--- src/rtl/cfd_pkg.sv ---
`default_nettype none

package cfd_pkg;

  // Pending id queue sizing
  localparam int PENDING_LIMIT = 8;
  localparam int PENDING_DEPTH = PENDING_LIMIT + 1;
  localparam int CNT_W = $clog2(PENDING_DEPTH + 1);

  // Frame layout
  localparam logic [15:0] MIN_FRAME_LEN = 16'd6;
  localparam logic [15:0] MAX_FRAME_LEN = 16'd261;
  localparam int PAYLOAD_START = 5;
  localparam logic [8:0] ID_POS = 9'(PAYLOAD_START - 2);
  localparam logic [8:0] CMD_POS = 9'(PAYLOAD_START - 1);

  // Register map, selected by paddr[2]
  localparam logic REG_HEADER = 1'b0;
  localparam logic REG_FOOTER = 1'b1;

  typedef enum logic {
    OP_BYTE    = 1'b0,
    OP_RELEASE = 1'b1
  } op_t;

  typedef enum logic [2:0] {
    KIND_PAYLOAD    = 3'd0,
    KIND_QUEUED     = 3'd1,
    KIND_DROPPED    = 3'd2,
    KIND_BAD_HEADER = 3'd3,
    KIND_BAD_LENGTH = 3'd4,
    KIND_BAD_FOOTER = 3'd5,
    KIND_DUPLICATE  = 3'd6,
    KIND_RELEASED   = 3'd7
  } kind_t;

  typedef struct packed {
    logic [7:0] header;
    logic [7:0] footer;
  } cfg_t;

  typedef struct packed {
    logic             hit;
    logic             room;
    logic             empty;
    logic [7:0]       oldest;
    logic [CNT_W-1:0] count;
  } pend_status_t;

  typedef struct packed {
    logic       push;
    logic       pop;
    logic [7:0] id;
  } pend_cmd_t;

  typedef struct packed {
    logic       valid;
    kind_t      kind;
    logic [7:0] msg_id;
    logic [7:0] command_code;
    logic [7:0] data_byte;
    logic [7:0] payload_length;
  } result_t;

endpackage

`default_nettype wire

--- src/rtl/cfd_cfg.sv ---
`default_nettype none

module cfd_cfg
  import cfd_pkg::*;
(
  input  wire logic        clk,
  input  wire logic        rst,
  input  wire logic        psel,
  input  wire logic        penable,
  input  wire logic        pwrite,
  input  wire logic [2:0]  paddr,
  input  wire logic [31:0] pwdata,
  output logic [31:0]      prdata,
  output logic             pready,
  output cfg_t             cfg
);

  logic [7:0] header;
  logic [7:0] footer;
  logic       wr_en;

  assign pready = 1'b1;
  assign wr_en  = psel && penable && pwrite && pready;

  // Write registers on the access phase of a write transaction
  always_ff @(posedge clk) begin
    if (rst) begin
      header <= '0;
      footer <= '0;
    end else if (wr_en) begin
      case (paddr[2])
        REG_HEADER: header <= pwdata[7:0];
        REG_FOOTER: footer <= pwdata[7:0];
        default:    header <= header;
      endcase
    end
  end

  // Read mux
  always_comb begin
    case (paddr[2])
      REG_HEADER: prdata = {24'd0, header};
      REG_FOOTER: prdata = {24'd0, footer};
      default:    prdata = '0;
    endcase
  end

  assign cfg.header = header;
  assign cfg.footer = footer;

endmodule

`default_nettype wire

--- src/rtl/cfd_pending.sv ---
`default_nettype none

module cfd_pending
  import cfd_pkg::*;
(
  input  wire logic         clk,
  input  wire logic         rst,
  input  wire pend_cmd_t    cmd,
  output pend_status_t stat
);

  logic [7:0]       ids [PENDING_DEPTH];
  logic [CNT_W-1:0] count;
  logic             room;
  logic             empty;
  logic             hit;

  assign room  = count < CNT_W'(PENDING_DEPTH);
  assign empty = count == '0;

  // Fill count
  always_ff @(posedge clk) begin
    if (rst) begin
      count <= '0;
    end else if (cmd.pop && !empty) begin
      count <= count - 1'b1;
    end else if (cmd.push && room) begin
      count <= count + 1'b1;
    end
  end

  // Shift down on release, append at the fill count on push
  always_ff @(posedge clk) begin
    if (cmd.pop && !empty) begin
      for (int i = 0; i < PENDING_DEPTH - 1; i++) begin
        ids[i] <= ids[i+1];
      end
    end else if (cmd.push && room) begin
      for (int i = 0; i < PENDING_DEPTH; i++) begin
        if (count == CNT_W'(i)) begin
          ids[i] <= cmd.id;
        end
      end
    end
  end

  // Parallel compare against all live entries
  always_comb begin
    hit = 1'b0;
    for (int i = 0; i < PENDING_DEPTH; i++) begin
      if ((CNT_W'(i) < count) && (ids[i] == cmd.id)) begin
        hit = 1'b1;
      end
    end
  end

  assign stat.hit    = hit;
  assign stat.room   = room;
  assign stat.empty  = empty;
  assign stat.oldest = ids[0];
  assign stat.count  = count;

endmodule

`default_nettype wire

--- src/rtl/cfd_parser.sv ---
`default_nettype none

module cfd_parser
  import cfd_pkg::*;
(
  input  wire logic         clk,
  input  wire logic         rst,
  input  wire logic         accept,
  input  wire logic         operation,
  input  wire logic [7:0]   rx_byte,
  input  wire cfg_t         cfg,
  input  wire pend_status_t stat,
  output pend_cmd_t         cmd,
  output result_t           res
);

  logic       in_frame, in_frame_next;
  logic       header_ok, header_ok_next;
  logic [8:0] byte_count, byte_count_next;
  logic [7:0] length_high, length_high_next;
  logic [8:0] frame_length, frame_length_next;
  logic [7:0] frame_id, frame_id_next;
  logic [7:0] frame_command, frame_command_next;

  logic [15:0] len;
  logic        len_ok;
  logic        last_byte;
  logic [7:0]  plen;

  assign len       = {length_high, rx_byte};
  assign len_ok    = (len >= MIN_FRAME_LEN) && (len <= MAX_FRAME_LEN);
  assign last_byte = ({1'b0, byte_count} + 10'd1) >= {1'b0, frame_length};
  assign plen      = frame_length[7:0] - MIN_FRAME_LEN[7:0];

  always_ff @(posedge clk) begin
    if (rst) begin
      in_frame      <= 1'b0;
      header_ok     <= 1'b0;
      byte_count    <= '0;
      length_high   <= '0;
      frame_length  <= '0;
      frame_id      <= '0;
      frame_command <= '0;
    end else begin
      in_frame      <= in_frame_next;
      header_ok     <= header_ok_next;
      byte_count    <= byte_count_next;
      length_high   <= length_high_next;
      frame_length  <= frame_length_next;
      frame_id      <= frame_id_next;
      frame_command <= frame_command_next;
    end
  end

  // Decode one transaction: advance frame state, pick the result
  always_comb begin
    in_frame_next      = in_frame;
    header_ok_next     = header_ok;
    byte_count_next    = byte_count;
    length_high_next   = length_high;
    frame_length_next  = frame_length;
    frame_id_next      = frame_id;
    frame_command_next = frame_command;

    cmd.push = 1'b0;
    cmd.pop  = 1'b0;
    cmd.id   = frame_id;

    res.valid          = 1'b0;
    res.kind           = KIND_PAYLOAD;
    res.msg_id         = '0;
    res.command_code   = '0;
    res.data_byte      = '0;
    res.payload_length = '0;

    if (accept) begin
      case (op_t'(operation))
        OP_RELEASE: begin
          if (!stat.empty) begin
            cmd.pop    = 1'b1;
            res.valid  = 1'b1;
            res.kind   = KIND_RELEASED;
            res.msg_id = stat.oldest;
          end
        end
        OP_BYTE: begin
          if (!in_frame) begin
            if (byte_count == 9'd0) begin
              header_ok_next  = rx_byte == cfg.header;
              byte_count_next = 9'd1;
            end else if (byte_count == 9'd1) begin
              length_high_next = rx_byte;
              byte_count_next  = 9'd2;
            end else if (!header_ok) begin
              // Header is judged only once the length has arrived
              header_ok_next  = 1'b0;
              byte_count_next = '0;
              res.valid       = 1'b1;
              res.kind        = KIND_BAD_HEADER;
            end else if (!len_ok) begin
              header_ok_next  = 1'b0;
              byte_count_next = '0;
              res.valid       = 1'b1;
              res.kind        = KIND_BAD_LENGTH;
            end else begin
              frame_length_next = len[8:0];
              in_frame_next     = 1'b1;
              byte_count_next   = 9'd3;
            end
          end else if (last_byte) begin
            // Footer position: close the frame and classify it
            in_frame_next      = 1'b0;
            header_ok_next     = 1'b0;
            byte_count_next    = '0;
            res.valid          = 1'b1;
            res.payload_length = plen;
            if (rx_byte != cfg.footer) begin
              res.kind = KIND_BAD_FOOTER;
            end else begin
              res.msg_id       = frame_id;
              res.command_code = frame_command;
              if (stat.hit) begin
                res.kind = KIND_DUPLICATE;
              end else if (stat.room) begin
                cmd.push = 1'b1;
                res.kind = KIND_QUEUED;
              end else begin
                res.kind = KIND_DROPPED;
              end
            end
          end else if (byte_count == ID_POS) begin
            frame_id_next   = rx_byte;
            byte_count_next = byte_count + 9'd1;
          end else if (byte_count == CMD_POS) begin
            frame_command_next = rx_byte;
            byte_count_next    = byte_count + 9'd1;
          end else begin
            // Pass payload on before the footer is known
            byte_count_next = byte_count + 9'd1;
            res.valid       = 1'b1;
            res.kind        = KIND_PAYLOAD;
            res.data_byte   = rx_byte;
          end
        end
        default: begin
          res.valid = 1'b0;
        end
      endcase
    end
  end

endmodule

`default_nettype wire

--- src/rtl/command_frame_deframer_top.sv ---
// Command frame deframer.
// A result is registered and presented in the cycle after its transaction.
// Throughput: one transaction per cycle while in_ready holds; id compare over
// nine queue entries and frame decode settle between input and result register.
// Reset (synchronous, active high) clears frame tracking, the pending count,
// the output valid and both configuration registers.
`default_nettype none

module command_frame_deframer_top
  import cfd_pkg::*;
(
  input  wire logic        clk,
  input  wire logic        rst,
  input  wire logic        psel,
  input  wire logic        penable,
  input  wire logic        pwrite,
  input  wire logic [2:0]  paddr,
  input  wire logic [31:0] pwdata,
  output logic [31:0]      prdata,
  output logic             pready,
  input  wire logic        in_valid,
  output logic             in_ready,
  input  wire logic        operation,
  input  wire logic [7:0]  rx_byte,
  output logic             out_valid,
  input  wire logic        out_ready,
  output logic [2:0]       kind,
  output logic [7:0]       msg_id,
  output logic [7:0]       command_code,
  output logic [7:0]       data_byte,
  output logic [7:0]       payload_length
);

  cfg_t         cfg;
  pend_status_t stat;
  pend_cmd_t    cmd;
  result_t      res;
  logic         accept;

  assign in_ready = !out_valid || out_ready;
  assign accept   = in_valid && in_ready;

  cfd_cfg u_cfg (
    .clk     (clk),
    .rst     (rst),
    .psel    (psel),
    .penable (penable),
    .pwrite  (pwrite),
    .paddr   (paddr),
    .pwdata  (pwdata),
    .prdata  (prdata),
    .pready  (pready),
    .cfg     (cfg)
  );

  cfd_pending u_pending (
    .clk  (clk),
    .rst  (rst),
    .cmd  (cmd),
    .stat (stat)
  );

  cfd_parser u_parser (
    .clk       (clk),
    .rst       (rst),
    .accept    (accept),
    .operation (operation),
    .rx_byte   (rx_byte),
    .cfg       (cfg),
    .stat      (stat),
    .cmd       (cmd),
    .res       (res)
  );

  // Result register: reload whenever the downstream side is free
  always_ff @(posedge clk) begin
    if (rst) begin
      out_valid <= 1'b0;
    end else if (in_ready) begin
      out_valid <= res.valid;
    end
  end

  always_ff @(posedge clk) begin
    if (in_ready && res.valid) begin
      kind           <= res.kind;
      msg_id         <= res.msg_id;
      command_code   <= res.command_code;
      data_byte      <= res.data_byte;
      payload_length <= res.payload_length;
    end
  end

  // Queue never holds more ids than it has entries
  a_count_bound: assert property (@(posedge clk) disable iff (rst)
    stat.count <= CNT_W'(PENDING_DEPTH))
    else $error("pending count beyond queue depth");

  // A queued frame grows the pending queue by one
  a_queue_grows: assert property (@(posedge clk) disable iff (rst)
    (accept && res.valid && res.kind == KIND_QUEUED)
      |=> stat.count == $past(stat.count) + 1'b1)
    else $error("queued frame did not add a pending id");

  // A release with ids pending yields a released result next cycle
  a_release_result: assert property (@(posedge clk) disable iff (rst)
    (accept && operation == OP_RELEASE && !stat.empty)
      |=> out_valid && kind == KIND_RELEASED)
    else $error("release of pending id gave no released result");

endmodule

`default_nettype wire

--- config.mk ---
export PLATFORM = sky130hd
export DESIGN_NAME = command_frame_deframer_top
export DESIGN_NICKNAME = d
export VERILOG_FILES = /design/src/rtl/cfd_pkg.sv /design/src/rtl/cfd_cfg.sv /design/src/rtl/cfd_pending.sv /design/src/rtl/cfd_parser.sv /design/src/rtl/command_frame_deframer_top.sv
export SDC_FILE = /design/constraint.sdc
export NUM_CORES = 1
export LEC_CHECK = 0
export ABC_AREA = 1
export BUFFER_PORTS_ARGS = -buffer_cell sky130_fd_sc_hd__buf_4
export CAP_MARGIN = 15
export CORE_ASPECT_RATIO = 0.9
export CORE_MARGIN = 4
export CORE_UTILIZATION = 53
export DETAILED_ROUTE_END_ITERATION = 7
export PLACE_DENSITY = 0.84
export SETUP_SLACK_MARGIN = 0.1
export SLEW_MARGIN = 20
export SYNTH_ARGS = -nofsm -noshare
export SYNTH_HDL_FRONTEND = slang
export SYNTH_SLANG_ARGS = --single-unit
--- constraint.sdc ---
create_clock -name clk -period 3.1 [get_ports clk]
set_clock_uncertainty 0.05 [all_clocks]
set_input_delay 0.31 -clock clk [delete_from_list [all_inputs] [get_ports clk]]
set_output_delay 0.31 -clock clk [all_outputs]
set_load 0.1 [all_outputs]
==> results.py, run 1 <==
metrics = {
    "pwr": {
        "p_sw_share_pct": 26.7,
        "p_seq_share_pct": 48.2,
        "peakVddDrop_mv": 0.382,
        "internal_power_mw": 3.72,
        "p_sw_mw": 1.36,
        "finalPower_mw": 5.08,
        "power.leakage_nw": 5.11,
        "power_density_mw_per_mm2": 427,
        "combPwrFrac_pct": 9.6,
        "clockPowerShare_pct": 42.3,
    },
    "timing": {
        "tightest_slew_ns": 0.861,
        "slew_headroom_pct": 42.5,
        "slew_viol_final": 0,
        "fin_crit_sh_pct": 96.0,
        "rsz0062_at_grt": "true",
        "layout_setup_ws_ns": 0.125,
        "hold_viol_final": 0,
        "max_freq_mhz": 336,
        "setup_violations": 0,
        "finalCriticalPeriod_ns": 2.98,
    },
    "global_route": {
        "grt_pass1_wl_um": 36000,
        "grt.busiest_layer": "met2",
        "met1_usage_pct": 29.5,
        "antenna_found_initial": 0,
        "grt.total_usage_pct": 22.3,
        "use_met2_pct": 36.6,
        "use_met3_pct": 4.92,
        "grt_pass1_vias": 7341,
        "grt_max_degree": 50,
        "gr-total-overflow": 0,
    },
    "synthesis": {
        "netlist_area_mm2": 0.00962,
        "ys_ff_latch": 172,
        "synthArstFlopShare_pct": 0,
        "ys_seq_area_share_pct": 46.9,
        "ys_types": 47,
        "synth.avg_cell_area_um2": 8.56,
        "yosys.area.top_type": "edfxtp_1",
        "ys_top_cells_by_area": "edfxtp_1 (33%), dfxtp_1 (14%), nand2_1 (10%), inv_1 (5.1%), o21ai_2 (4.6%)",
        "ys.flop_type": "edfxtp_1",
        "synth_top_area_share_pct": 33.4,
        "synthCells": 1124,
        "ys_warn_count": 0,
        "synth_edf_count": 107,
    },
    "floorplan": {
        "rows": 46,
        "die-area_mm2": 0.0204,
        "die_h_um": 136,
        "core_region_area_mm2": 0.0177,
        "die_w_um": 150,
        "start_util_pct": 54.3,
        "ioPinCount": 121,
    },
    "min_path": {
        "min_from": "pwdata[4]",
        "hold-path-endpoint": "u_cfg.footer[4]$_SDFFE_PP0P_",
        "hold_depth": 3,
        "hold_path_class": "primary input to flop",
    },
    "routing": {
        "avgViaCountPerCell": 5.40,
        "drt_iter0_drc": 799,
        "route.detailed.wl_per_inst_um": 16.7,
        "dr.pass1.iters": 5,
        "via_count": 8049,
        "drc_errors": 0,
        "ant_nets": 0,
        "route.final.wire_length_um": 24900,
    },
    "clock_network": {
        "clock_path_buffers": 2,
        "clock_latency_ns": 0.44,
        "path_clk_slew_ns": 0.07,
        "cts_made_buffers": 17,
        "cts_root_buf": "clkbuf_16",
        "cts_tree": "yes",
        "htreeDepth": 4,
        "clock-sinks": 172,
    },
    "critical_path": {
        "r2r_start": "u_parser.byte_count[0]$_SDFFE_PP0P_",
        "reg2reg_setup_slack_ns": 0.12,
        "r2r-end": "u_pending.ids[0][56]$_DFFE_PP_",
        "r2r_cells": 21,
        "cp.required_ns": 3.34,
        "cp_max_fo": 8,
        "critical_path_class": "flop to flop",
        "critPathCaptureType": "flop",
        "arrival_ns": 3.22,
        "worst_setup_path_start_kind": "flop",
    },
    "layout": {
        "instances_no_fill": 1490,
        "post-route-util_pct": 67.0,
        "fillers": 1261,
        "final_cell_area_mm2": 0.0119,
        "synthToLayoutAreaGrowth_pct": 23.6,
        "diodes": 0,
        "drive_gt1_share_pct": 26.6,
        "nNetsFinal": 1306,
    },
    "placement": {
        "placed_cell_area_mm2": 0.0104,
        "gp_routability_congestion": 0.902,
        "dp_hpwl_um": 16000,
        "pre_cts_slack_ns": 0.0576,
        "post-place-cells": 1438,
        "port_buffers": 69,
    },
    "flow_run": {
        "maxCapViolCount": 0,
    },
    "status": {
        "status": "complete, no violations",
    },
}
==> kinds of logic after synthesis <==
family	count (synthesis)	share of synthesized area [%]
buf+inv	205	10.6
flops	172	46.9
xor+xnor	59	5.37
compound gates	211	13.4
other cells	2	0.0781
simple gates	457	21.2
fa+ha+maj	18	2.34
==> metal layers <==
metal / vias up / part of all wire [%]
li1: 3850 / -
met2: 346 / 49
met4: 0 / 2.5
met3: 57 / 7.4
met5: - / 0
met1: 3796 / 41
==> worst max-delay path by stage <==
stage | slack [ns] | end | startpoint | cells past startpoint
CTS | 0.12 | u_pending.ids[0][1]$_DFFE_PP_ | u_parser.byte_count[0]$_SDFFE_PP0P_ | 23
finish | 0.12 | u_pending.ids[0][56]$_DFFE_PP_ | u_parser.byte_count[0]$_SDFFE_PP0P_ | 21
global route | -0.04 | u_pending.ids[0][56]$_DFFE_PP_ | u_parser.byte_count[0]$_SDFFE_PP0P_ | 22
detailed placement | 0.06 | u_pending.ids[0][58]$_DFFE_PP_ | u_parser.byte_count[0]$_SDFFE_PP0P_ | 19
global placement | 0.15 | u_pending.ids[0][16]$_DFFE_PP_ | u_parser.byte_count[2]$_SDFFE_PP0P_ | 18
floorplan | 0.07 | u_pending.ids[0][40]$_DFFE_PP_ | u_parser.byte_count[0]$_SDFFE_PP0P_ | 20
==> placed cells by master (no fill, tap or decap), drive strengths merged, types with 4 or more instances in the layout <==
| cell | instances |
|---|---|
| ha | 18 |
| edfxtp | 107 |
| clkinv | 4 |
| a21oi | 58 |
| clkbuf | 29 |
| nor3 | 6 |
| or2 | 8 |
| dfxtp | 65 |
| inv | 144 |
| xor2 | 30 |
| o21ai | 135 |
| nand4 | 12 |
| buf | 131 |
| nand2 | 269 |
| a22oi | 5 |
| nand3 | 40 |
| conb | 25 |
| nor2 | 117 |
| xnor2 | 29 |
==> cell type report <==
class	instances	area, um2	share of cell area (%)
Multi-Input combinational cell	770	4620	38.9
Sequential cell	172	4520	38.0
Timing Repair Buffer	138	1330	11.1
Inverter	138	528	4.44
Clock buffer	22	508	4.27
Tap cell	240	300	2.53
Clock inverter	10	85.1	0.716
==> power by group through the flow <==
stage	registers, mW	clock network (mW)	logic, mW
2_1_floorplan	2.58	0	0.304
3_3_place_gp	2.49	0	0.459
3_5_place_dp	2.50	0	0.464
4_1_cts	2.44	2.15	0.468
5_1_grt	2.45	2.26	0.510
6_report	2.45	2.15	0.486
==> through the flow <==
stage          hold slack [ns]  setup TNS (ns)
3_5_place_dp             0.397               0
5_1_grt                 0.0554          -0.224
2_1_floorplan            0.359               0
4_1_cts                 0.0500               0
3_3_place_gp             0.390               0
6_report                0.0527               0
==> critical path: stages, from the launching register on <==
cell     delay (ns)
dfxtp_2        0.37
buf_6          0.13
nand3_4        0.09
nor2_4         0.16
nand2_2        0.09
xor2_1         0.17
ha_1           0.30
nand2_1        0.05
inv_1          0.04
nand2_1        0.05
nand2_2        0.07
nand2_2        0.07
nand2_4        0.09
nand2_4        0.07
nor2_8         0.14
inv_4          0.07
nor2_8         0.09
buf_12         0.16
nand3_4        0.11
buf_8          0.17
buf_6          0.13
o21ai_2        0.13
==> registers in the layout, indices dropped and copies added, names as in the netlist, 3 cells and up <==
signal and count:
command_code 8, data_byte 8, kind 3, msg_id 8
payload_length 8, u_cfg.footer 8, u_cfg.header 8, u_parser.byte_count 9
u_parser.frame_command 8, u_parser.frame_id 8, u_parser.frame_length 9, u_parser.length_high 8
u_pending.count 4, u_pending.ids 72
==> Yosys cell counts (3+ instances only) <==
cell      number
nand2_2        4
nor2_4         4
inv_2          3
ha_1          18
nand3_1       31
nor2_8         3
o22ai_1        3
a21oi_1       58
o21ai_2       51
inv_1        130
o21ai_1       13
nand3_4        7
a22oi_1        5
nand4_1       12
o21ai_0       71
nor2_1       109
or2_2          6
dfxtp_1       65
nor3_1         6
buf_4         35
edfxtp_1     107
buf_6         14
xor2_1        30
o21a_1         3
nand2_1      263
xnor2_1       29
clkbuf_1      15
==> what timing repair did <==
item                                    in CTS  in global routing
cloned                                       0                  7
hold endpoints to repair                     0                  0
hold buffers                                 0                  0
endpoints found under the setup margin     109                179
gates resized for setup                      7                147
setup buffers                                1                 12
pin swaps                                    1                 13
Note: power is estimated with default switching activity, not from simulation.
==> inputs of run 2 (changes only) <==
--- a/config.mk
+++ b/config.mk
@@ -5,7 +5,7 @@
 export SDC_FILE = /design/constraint.sdc
 export NUM_CORES = 1
 export LEC_CHECK = 0
-export ABC_AREA = 1
+export ABC_AREA = 0
 export BUFFER_PORTS_ARGS = -buffer_cell sky130_fd_sc_hd__buf_4
 export CAP_MARGIN = 15
 export CORE_ASPECT_RATIO = 0.9
==> run 2 against run 1 <==
Effect of this change:
- the run now ends with negative setup slack left
- register-to-register slack worse by 0.28 ns
- final cell count down 22%
- worst hold slack improved by 0.024 ns
- synthesized area is 4.7% lower
- sequential share of layout area grew 0.72 points
- critical path depth is 7 lower
- die area is 4.5% lower
- synthesized cell count shrank 27%
- flip-flop and latch count unchanged
- maximum frequency down 8.7%
- critical path type unchanged
- largest power group unchanged
- highest routed layer unchanged
==> results.py, run 2 <==
metrics = {
    "min_path": {
        "hold-path-endpoint": "u_cfg.footer[7]$_SDFFE_PP0P_",
        "hold_depth": 3,
        "hold_path_class": "primary input to flop",
        "min_from": "pwdata[7]",
    },
    "synthesis": {
        "ys_seq_area_share_pct": 49.3,
        "synthCells": 819,
        "ys.flop_type": "edfxtp_1",
        "ys_types": 61,
        "netlist_area_mm2": 0.00916,
        "synth.avg_cell_area_um2": 11.2,
        "ys_warn_count": 0,
        "synthTopCellsByCount": "edfxtp_1 (107), mux2_2 (73), dfxtp_1 (65), nor2_1 (64), nand2_1 (59)",
        "yosys.area.top_type": "edfxtp_1",
        "synthArstFlopShare_pct": 0,
        "yosysMostFrequentCell": "edfxtp_1",
        "synth_top_area_share_pct": 35.1,
        "synth_edf_count": 107,
        "ys_top_cells_by_area": "edfxtp_1 (35%), dfxtp_1 (14%), mux2_2 (9.0%), xor2_1 (5.5%), xnor2_1 (4.0%)",
        "ys_ff_latch": 172,
    },
    "layout": {
        "diodes": 0,
        "nNetsFinal": 1010,
        "synthToLayoutAreaGrowth_pct": 27.8,
        "final_common_cell": "buf_4",
        "fillers": 1052,
        "reg.largest.list": "u_pending.ids: 72 flops, u_parser.byte_count: 9 flops, u_parser.frame_length: 9 flops",
        "drive_gt1_share_pct": 35.2,
        "largest-register": "u_pending.ids",
        "largest_reg_flops": 72,
        "final_cell_mix": "buf_4 (126), edfxtp_1 (107), nor2_1 (61)",
        "final_cell_area_mm2": 0.0117,
    },
    "floorplan": {
        "core_region_area_mm2": 0.0169,
        "start_util_pct": 54.2,
        "ioPinCount": 121,
        "die_h_um": 133,
        "die_w_um": 147,
        "rows": 45,
        "die-area_mm2": 0.0195,
    },
    "timing": {
        "fin_crit_sh_pct": 105,
        "setup_violations": 138,
        "whs_ns": 0.0766,
        "finalCriticalPeriod_ns": 3.26,
        "slew_viol_final": 0,
        "rsz0062_at_grt": "true",
        "max_freq_mhz": 307,
        "slew_headroom_pct": 23.9,
        "setup_tns_ns": -10.29,
        "layout_setup_ws_ns": -0.158,
        "hold_viol_final": 0,
        "tightest_slew_ns": 1.14,
    },
    "clock_network": {
        "clock-sinks": 172,
        "cts_tree": "yes",
        "clock_path_buffers": 2,
        "htreeDepth": 4,
        "cts_made_buffers": 17,
        "path_clk_slew_ns": 0.07,
        "clock_latency_ns": 0.44,
        "cts_root_buf": "clkbuf_16",
    },
    "placement": {
        "dp_hpwl_um": 15100,
        "pre_cts_slack_ns": -0.129,
        "gp_routability_congestion": 0.910,
        "placed_cell_area_mm2": 0.0103,
        "port_buffers": 69,
    },
    "critical_path": {
        "r2r_cells": 14,
        "critPathCaptureType": "flop",
        "r2r_start": "u_parser.byte_count[0]$_SDFFE_PP0P_",
        "arrival_ns": 3.39,
        "critical_path_class": "flop to flop",
        "cp_max_fo": 7,
        "reg2reg_setup_slack_ns": -0.16,
        "cp.required_ns": 3.23,
        "worst_setup_path_start_kind": "flop",
        "r2r-end": "u_pending.ids[0][51]$_DFFE_PP_",
        "critPathLaunch": "u_parser.byte_count[0]$_SDFFE_PP0P_",
    },
    "global_route": {
        "grt.total_usage_pct": 24.2,
        "grt_pass1_vias": 6780,
        "grt_max_degree": 37,
        "gr-total-overflow": 0,
        "antenna_found_initial": 0,
        "grt_pass1_wl_um": 37200,
    },
    "status": {
        "failed_checks": "negative setup slack",
        "status": "complete, but fails checks",
    },
    "routing": {
        "avgViaCountPerCell": 6.16,
        "route.detailed.wl_per_inst_um": 21.9,
        "drc_errors": 0,
        "ant_nets": 0,
        "via_count": 7174,
        "drt_iter0_drc": 716,
        "dr.pass1.iters": 5,
        "route.final.wire_length_um": 25500,
    },
    "pwr": {
        "peakVddDrop_mv": 0.451,
        "finalPower_mw": 6.57,
        "power.leakage_nw": 4.70,
        "power_density_mw_per_mm2": 561,
    },
    "flow_run": {
        "maxCapViolCount": 0,
    },
}
run 2: cell count changes after synthesis, sizes merged, moves of 13 or more:
cell	previous run	this run
nor2	117	65
nand2	269	59
a21oi	58	37
xnor2	29	42
nor4	2	17
inv	136	18
clkbuf	15	32
mux2i	0	34
o21ai	135	6
and3	0	17
nand3	40	16
xor2	30	58
mux2	0	73
run 2: where the power goes:
group	total [mW]	internal [mW]	leakage, nW	switching (mW)
registers	2.77	2.65	1.46	0.115
clock network	2.16	1.23	0.293	0.931
logic	1.65	0.442	2.95	1.20
total	6.57	4.32	4.70	2.25
run 2: kinds of logic after synthesis:
logic type / synth area share (%)
AOI/OAI and AO/OA: 6.08
xor gates and xnor gates: 9.56
adders and majority gates: 2.46
buffers and inverters: 5.57
DFF: 49.3
muxes: 12.7
other: 0.0820
and+or+nand+nor: 14.3
run 2: worst max-delay path, stage by stage, from the launching register on:
cell	delay (ns)
dfxtp_4	0.37
ha_4	0.15
nand3_4	0.10
nor2_4	0.14
nand3_1	0.15
xnor2_1	0.29
ha_1	0.21
inv_1	0.07
o31ai_4	0.07
and3_1	0.29
a21o_1	0.16
and3_4	0.25
buf_12	0.16
nand4_4	0.16
mux2_4	0.38
run 2: worst max path at each step:
| stage | depth (start not counted) | endpoint |
|---|---|---|
| global placement | 12 | u_pending.ids[0][43]$_DFFE_PP_ |
| global route | 13 | kind[1]$_SDFFCE_PN0P_ |
| finish | 14 | u_pending.ids[0][51]$_DFFE_PP_ |
| floorplan | 13 | u_pending.ids[0][32]$_DFFE_PP_ |
| detailed placement | 12 | u_pending.ids[0][43]$_DFFE_PP_ |
| CTS | 12 | u_pending.ids[0][42]$_DFFE_PP_ |
run 2: stage by stage:
step                utilization, %  instances
floorplan                        -        842
global placement              60.9       1102
detailed placement            60.9       1102
CTS                           67.0       1156
global route                  69.3       1165
finish                        69.3       1165
run 2: what timing repair did:
item,in CTS,in global routing
resized for setup,42,67
pin swaps,20,28
cloned,9,3
endpoints found under the hold margin,0,0
buffers inserted,13,9
endpoints found under the setup margin,210,217
hold buffers,0,0
run 2: area by class of cell:
| cell class | instances | area (um2) | area share [%] |
|---|---|---|---|
| clock inverters | 12 | 108 | 0.919 |
| clock buffers | 20 | 489 | 4.18 |
| well taps | 211 | 264 | 2.26 |
| repair buffers | 147 | 1300 | 11.1 |
| inverters | 18 | 67.6 | 0.577 |
| flip-flops and latches | 172 | 4540 | 38.7 |
| multi-input cells | 585 | 4940 | 42.2 |
run 2: routing by layer:
layer,up-vias,GRT usage (%),routed length [um]
met5,-,0,0
met4,0,9.14,934
met3,118,5.92,2090
met2,415,39.5,12300
met1,3483,31.1,10100
li1,3158,-,-
==> inputs of run 3 (changes only) <==
--- a/config.mk
+++ b/config.mk
@@ -12,7 +12,7 @@
 export CORE_MARGIN = 4
 export CORE_UTILIZATION = 53
 export DETAILED_ROUTE_END_ITERATION = 7
-export PLACE_DENSITY = 0.84
+export PLACE_DENSITY = 0.81
 export SETUP_SLACK_MARGIN = 0.1
 export SLEW_MARGIN = 20
 export SYNTH_ARGS = -nofsm -noshare
==> constraint.sdc (replaced) <==
create_clock -name clk -period 4 [get_ports clk]
set_clock_uncertainty 0.05 [all_clocks]
set_input_delay 0.4 -clock clk [delete_from_list [all_inputs] [get_ports clk]]
set_output_delay 0.4 -clock clk [all_outputs]
set_load 0.1 [all_outputs]
==> run 3 against run 2 <==
Effect of this change:
- the run now ends clean
- die area stayed put
- worst hold slack better by 0.090 ns
- clock-buffer cell count is 2 lower
- non-clock buffer count is 55 lower
- final cell count is 5.4% lower
- maximum frequency is 10% lower
- total power is 27% lower
- global-route usage is 3.6 points lower
- sequential share of layout area is 4.7 points higher
- register-to-register slack better by 0.53 ns
- critical path type unchanged
- largest power group unchanged
==> results.py, run 3 (synthesis gave the netlist of run 2 again) <==
metrics = {
    "clock_network": {
        "clock-sinks": 172,
        "cts_tree": "yes",
        "path_clk_slew_ns": 0.07,
        "clock_path_buffers": 2,
        "post_cts_buffers": 0,
        "clock_latency_ns": 0.43,
        "htreeDepth": 4,
        "cts_root_buf": "clkbuf_16",
        "cts_made_buffers": 17,
    },
    "timing": {
        "hold_viol_final": 0,
        "slew_headroom_pct": 45.3,
        "setup_violations": 0,
        "setup_tns_ns": 0,
        "fin_crit_sh_pct": 90.7,
        "layout_setup_ws_ns": 0.374,
        "finalCriticalPeriod_ns": 3.63,
        "tightest_slew_ns": 0.818,
        "rsz0062_at_grt": "false",
        "max_freq_mhz": 276,
        "slew_viol_final": 0,
    },
    "global_route": {
        "grt_pass1_wl_um": 32100,
        "gr-total-overflow": 0,
        "grt.total_usage_pct": 20.6,
        "grt_max_degree": 71,
        "antenna_found_initial": 0,
        "grt_pass1_vias": 6065,
    },
    "pwr": {
        "power_density_mw_per_mm2": 465,
        "combPwrFrac_pct": 21.4,
        "power.leakage_nw": 4.09,
        "p_seq_share_pct": 44.3,
        "internal_power_mw": 3.20,
        "p_sw_share_pct": 33.8,
        "peakVddDrop_mv": 0.301,
        "clockPowerShare_pct": 34.3,
        "finalPower_mw": 4.82,
        "p_sw_mw": 1.63,
    },
    "routing": {
        "route.final.wire_length_um": 19400,
        "drc_errors": 0,
        "dr.pass1.iters": 4,
        "drt_iter0_drc": 417,
        "ant_nets": 0,
        "avgViaCountPerCell": 5.60,
        "via_count": 6170,
        "route.detailed.wl_per_inst_um": 17.6,
    },
    "floorplan": {
        "core_region_area_mm2": 0.0169,
        "ioPinCount": 121,
        "die-area_mm2": 0.0195,
        "die_h_um": 133,
        "die_w_um": 147,
        "rows": 45,
        "start_util_pct": 54.2,
    },
    "min_path": {
        "hold_depth": 3,
        "hold-path-endpoint": "u_cfg.header[3]$_SDFFE_PP0P_",
        "hold_path_class": "primary input to flop",
        "min_from": "pwdata[3]",
    },
    "layout": {
        "post-route-util_pct": 61.5,
        "largest-register": "u_pending.ids",
        "reg.largest.list": "u_pending.ids: 72 flops, u_parser.byte_count: 9 flops, u_parser.frame_length: 9 flops",
        "largest_reg_flops": 72,
        "nNetsFinal": 947,
        "final_cell_mix": "edfxtp_1 (107), buf_4 (91), mux2_2 (73)",
        "synthToLayoutAreaGrowth_pct": 13.3,
        "final_common_cell": "edfxtp_1",
        "diodes": 0,
        "drive_gt1_share_pct": 24.6,
    },
    "critical_path": {
        "critical_path_class": "flop to flop",
        "cp_top_family": "simple AND/OR/NAND/NOR gates",
        "cp_max_fo": 10,
        "cp.required_ns": 4.04,
        "arrival_ns": 3.66,
        "reg2reg_setup_slack_ns": 0.37,
        "cp_cell_sequence": "inv_1, ha_1, nor2_1, o311ai_0, nor3_1, or4_4, nor3_4, buf_4, nand3_4, nand2_1",
        "r2r_start": "u_pending.count[0]$_SDFFE_PP0P_",
        "worst_setup_path_start_kind": "flop",
        "crit_slowest_cell": "or4_4",
        "cp_num_buf_inv": 2,
        "slowest_delay_ns": 0.56,
        "r2r-end": "u_pending.ids[0][61]$_DFFE_PP_",
        "critPathCaptureType": "flop",
        "r2r_cells": 10,
    },
    "placement": {
        "dp_hpwl_um": 14000,
        "gp_routability_congestion": 0.880,
        "port_buffers": 69,
        "pre_cts_slack_ns": 0.255,
    },
    "status": {
        "status": "complete, no violations",
    },
    "flow_run": {
        "maxCapViolCount": 0,
    },
}
run 3: cell count changes in the layout (fill, tap and decap cells not counted), sizes merged:
| cell | previous run | this run |
|---|---|---|
| buf | 145 | 92 |
| nand4 | 26 | 19 |
| clkbuf | 22 | 18 |
| inv | 21 | 25 |
| clkinv | 7 | 4 |
| clkinvlp | 1 | 2 |
| nand3 | 17 | 16 |
run 3: layer usage:
layer	part of all wire, %	vias to the layer above	GRT usage (%)
met5	0	-	0
met4	1.9	0	6.74
met3	6.8	27	4.90
met2	46	200	32.1
met1	45	2957	28.4
li1	-	2986	-
run 3: cell type report:
type	count	area, um2
Inverter	18	67.6
Multi-Input combinational cell	577	4240
Sequential cell	172	4510
Clock buffer	18	439
Clock inverter	14	154
Timing Repair Buffer	92	703
Fill cell	1365	6510
Tap cell	211	264
run 3: worst max-delay path by stage:
stage                                              startpoint                              to  slack [ns]  cells after the start
final                         u_pending.count[0]$_SDFFE_PP0P_  u_pending.ids[0][61]$_DFFE_PP_        0.37                     10
after global routing          u_pending.count[0]$_SDFFE_PP0P_  u_pending.ids[0][61]$_DFFE_PP_        0.11                     10
after CTS                 u_parser.byte_count[1]$_SDFFE_PP0P_  u_pending.ids[0][18]$_DFFE_PP_        0.24                     12
after detailed placement  u_parser.byte_count[1]$_SDFFE_PP0P_  u_pending.ids[0][23]$_DFFE_PP_        0.25                     12
after global placement    u_parser.byte_count[1]$_SDFFE_PP0P_  u_pending.ids[0][17]$_DFFE_PP_        0.36                     12
after floorplan                        out_valid$_SDFFE_PP0N_  u_pending.ids[0][64]$_DFFE_PP_        0.13                      8
run 3: timing repair:
| item | CTS | global route |
|---|---|---|
| resized for setup | 0 | 6 |
| endpoints found under the setup margin | 0 | 71 |
| hold buffers | 0 | 0 |
run 3: stage by stage:
stage | cells | hold WS (ns) | cell area, um2
finish | 1102 | 0.167 | 10400
CTS | 1102 | 0.157 | 10400
global placement | 1070 | 0.414 | 9770
floorplan | 842 | 0.359 | 9250
detailed placement | 1070 | 0.421 | 9770
global route | 1102 | 0.167 | 10400
run 3: power groups by stage:
stage	Clock [mW]	Combinational, mW	Sequential [mW]
3_5_place_dp	0	1.03	2.18
5_1_grt	1.75	1.09	2.15
3_3_place_gp	0	1.01	2.17
6_report	1.65	1.03	2.14
2_1_floorplan	0	0.505	2.50
4_1_cts	1.67	1.03	2.14
run 3: tightest hold or removal path, cell delays in order:
cell and delay [ns]:
buf_4 0.11, nand2_1 0.05, a21oi_1 0.05
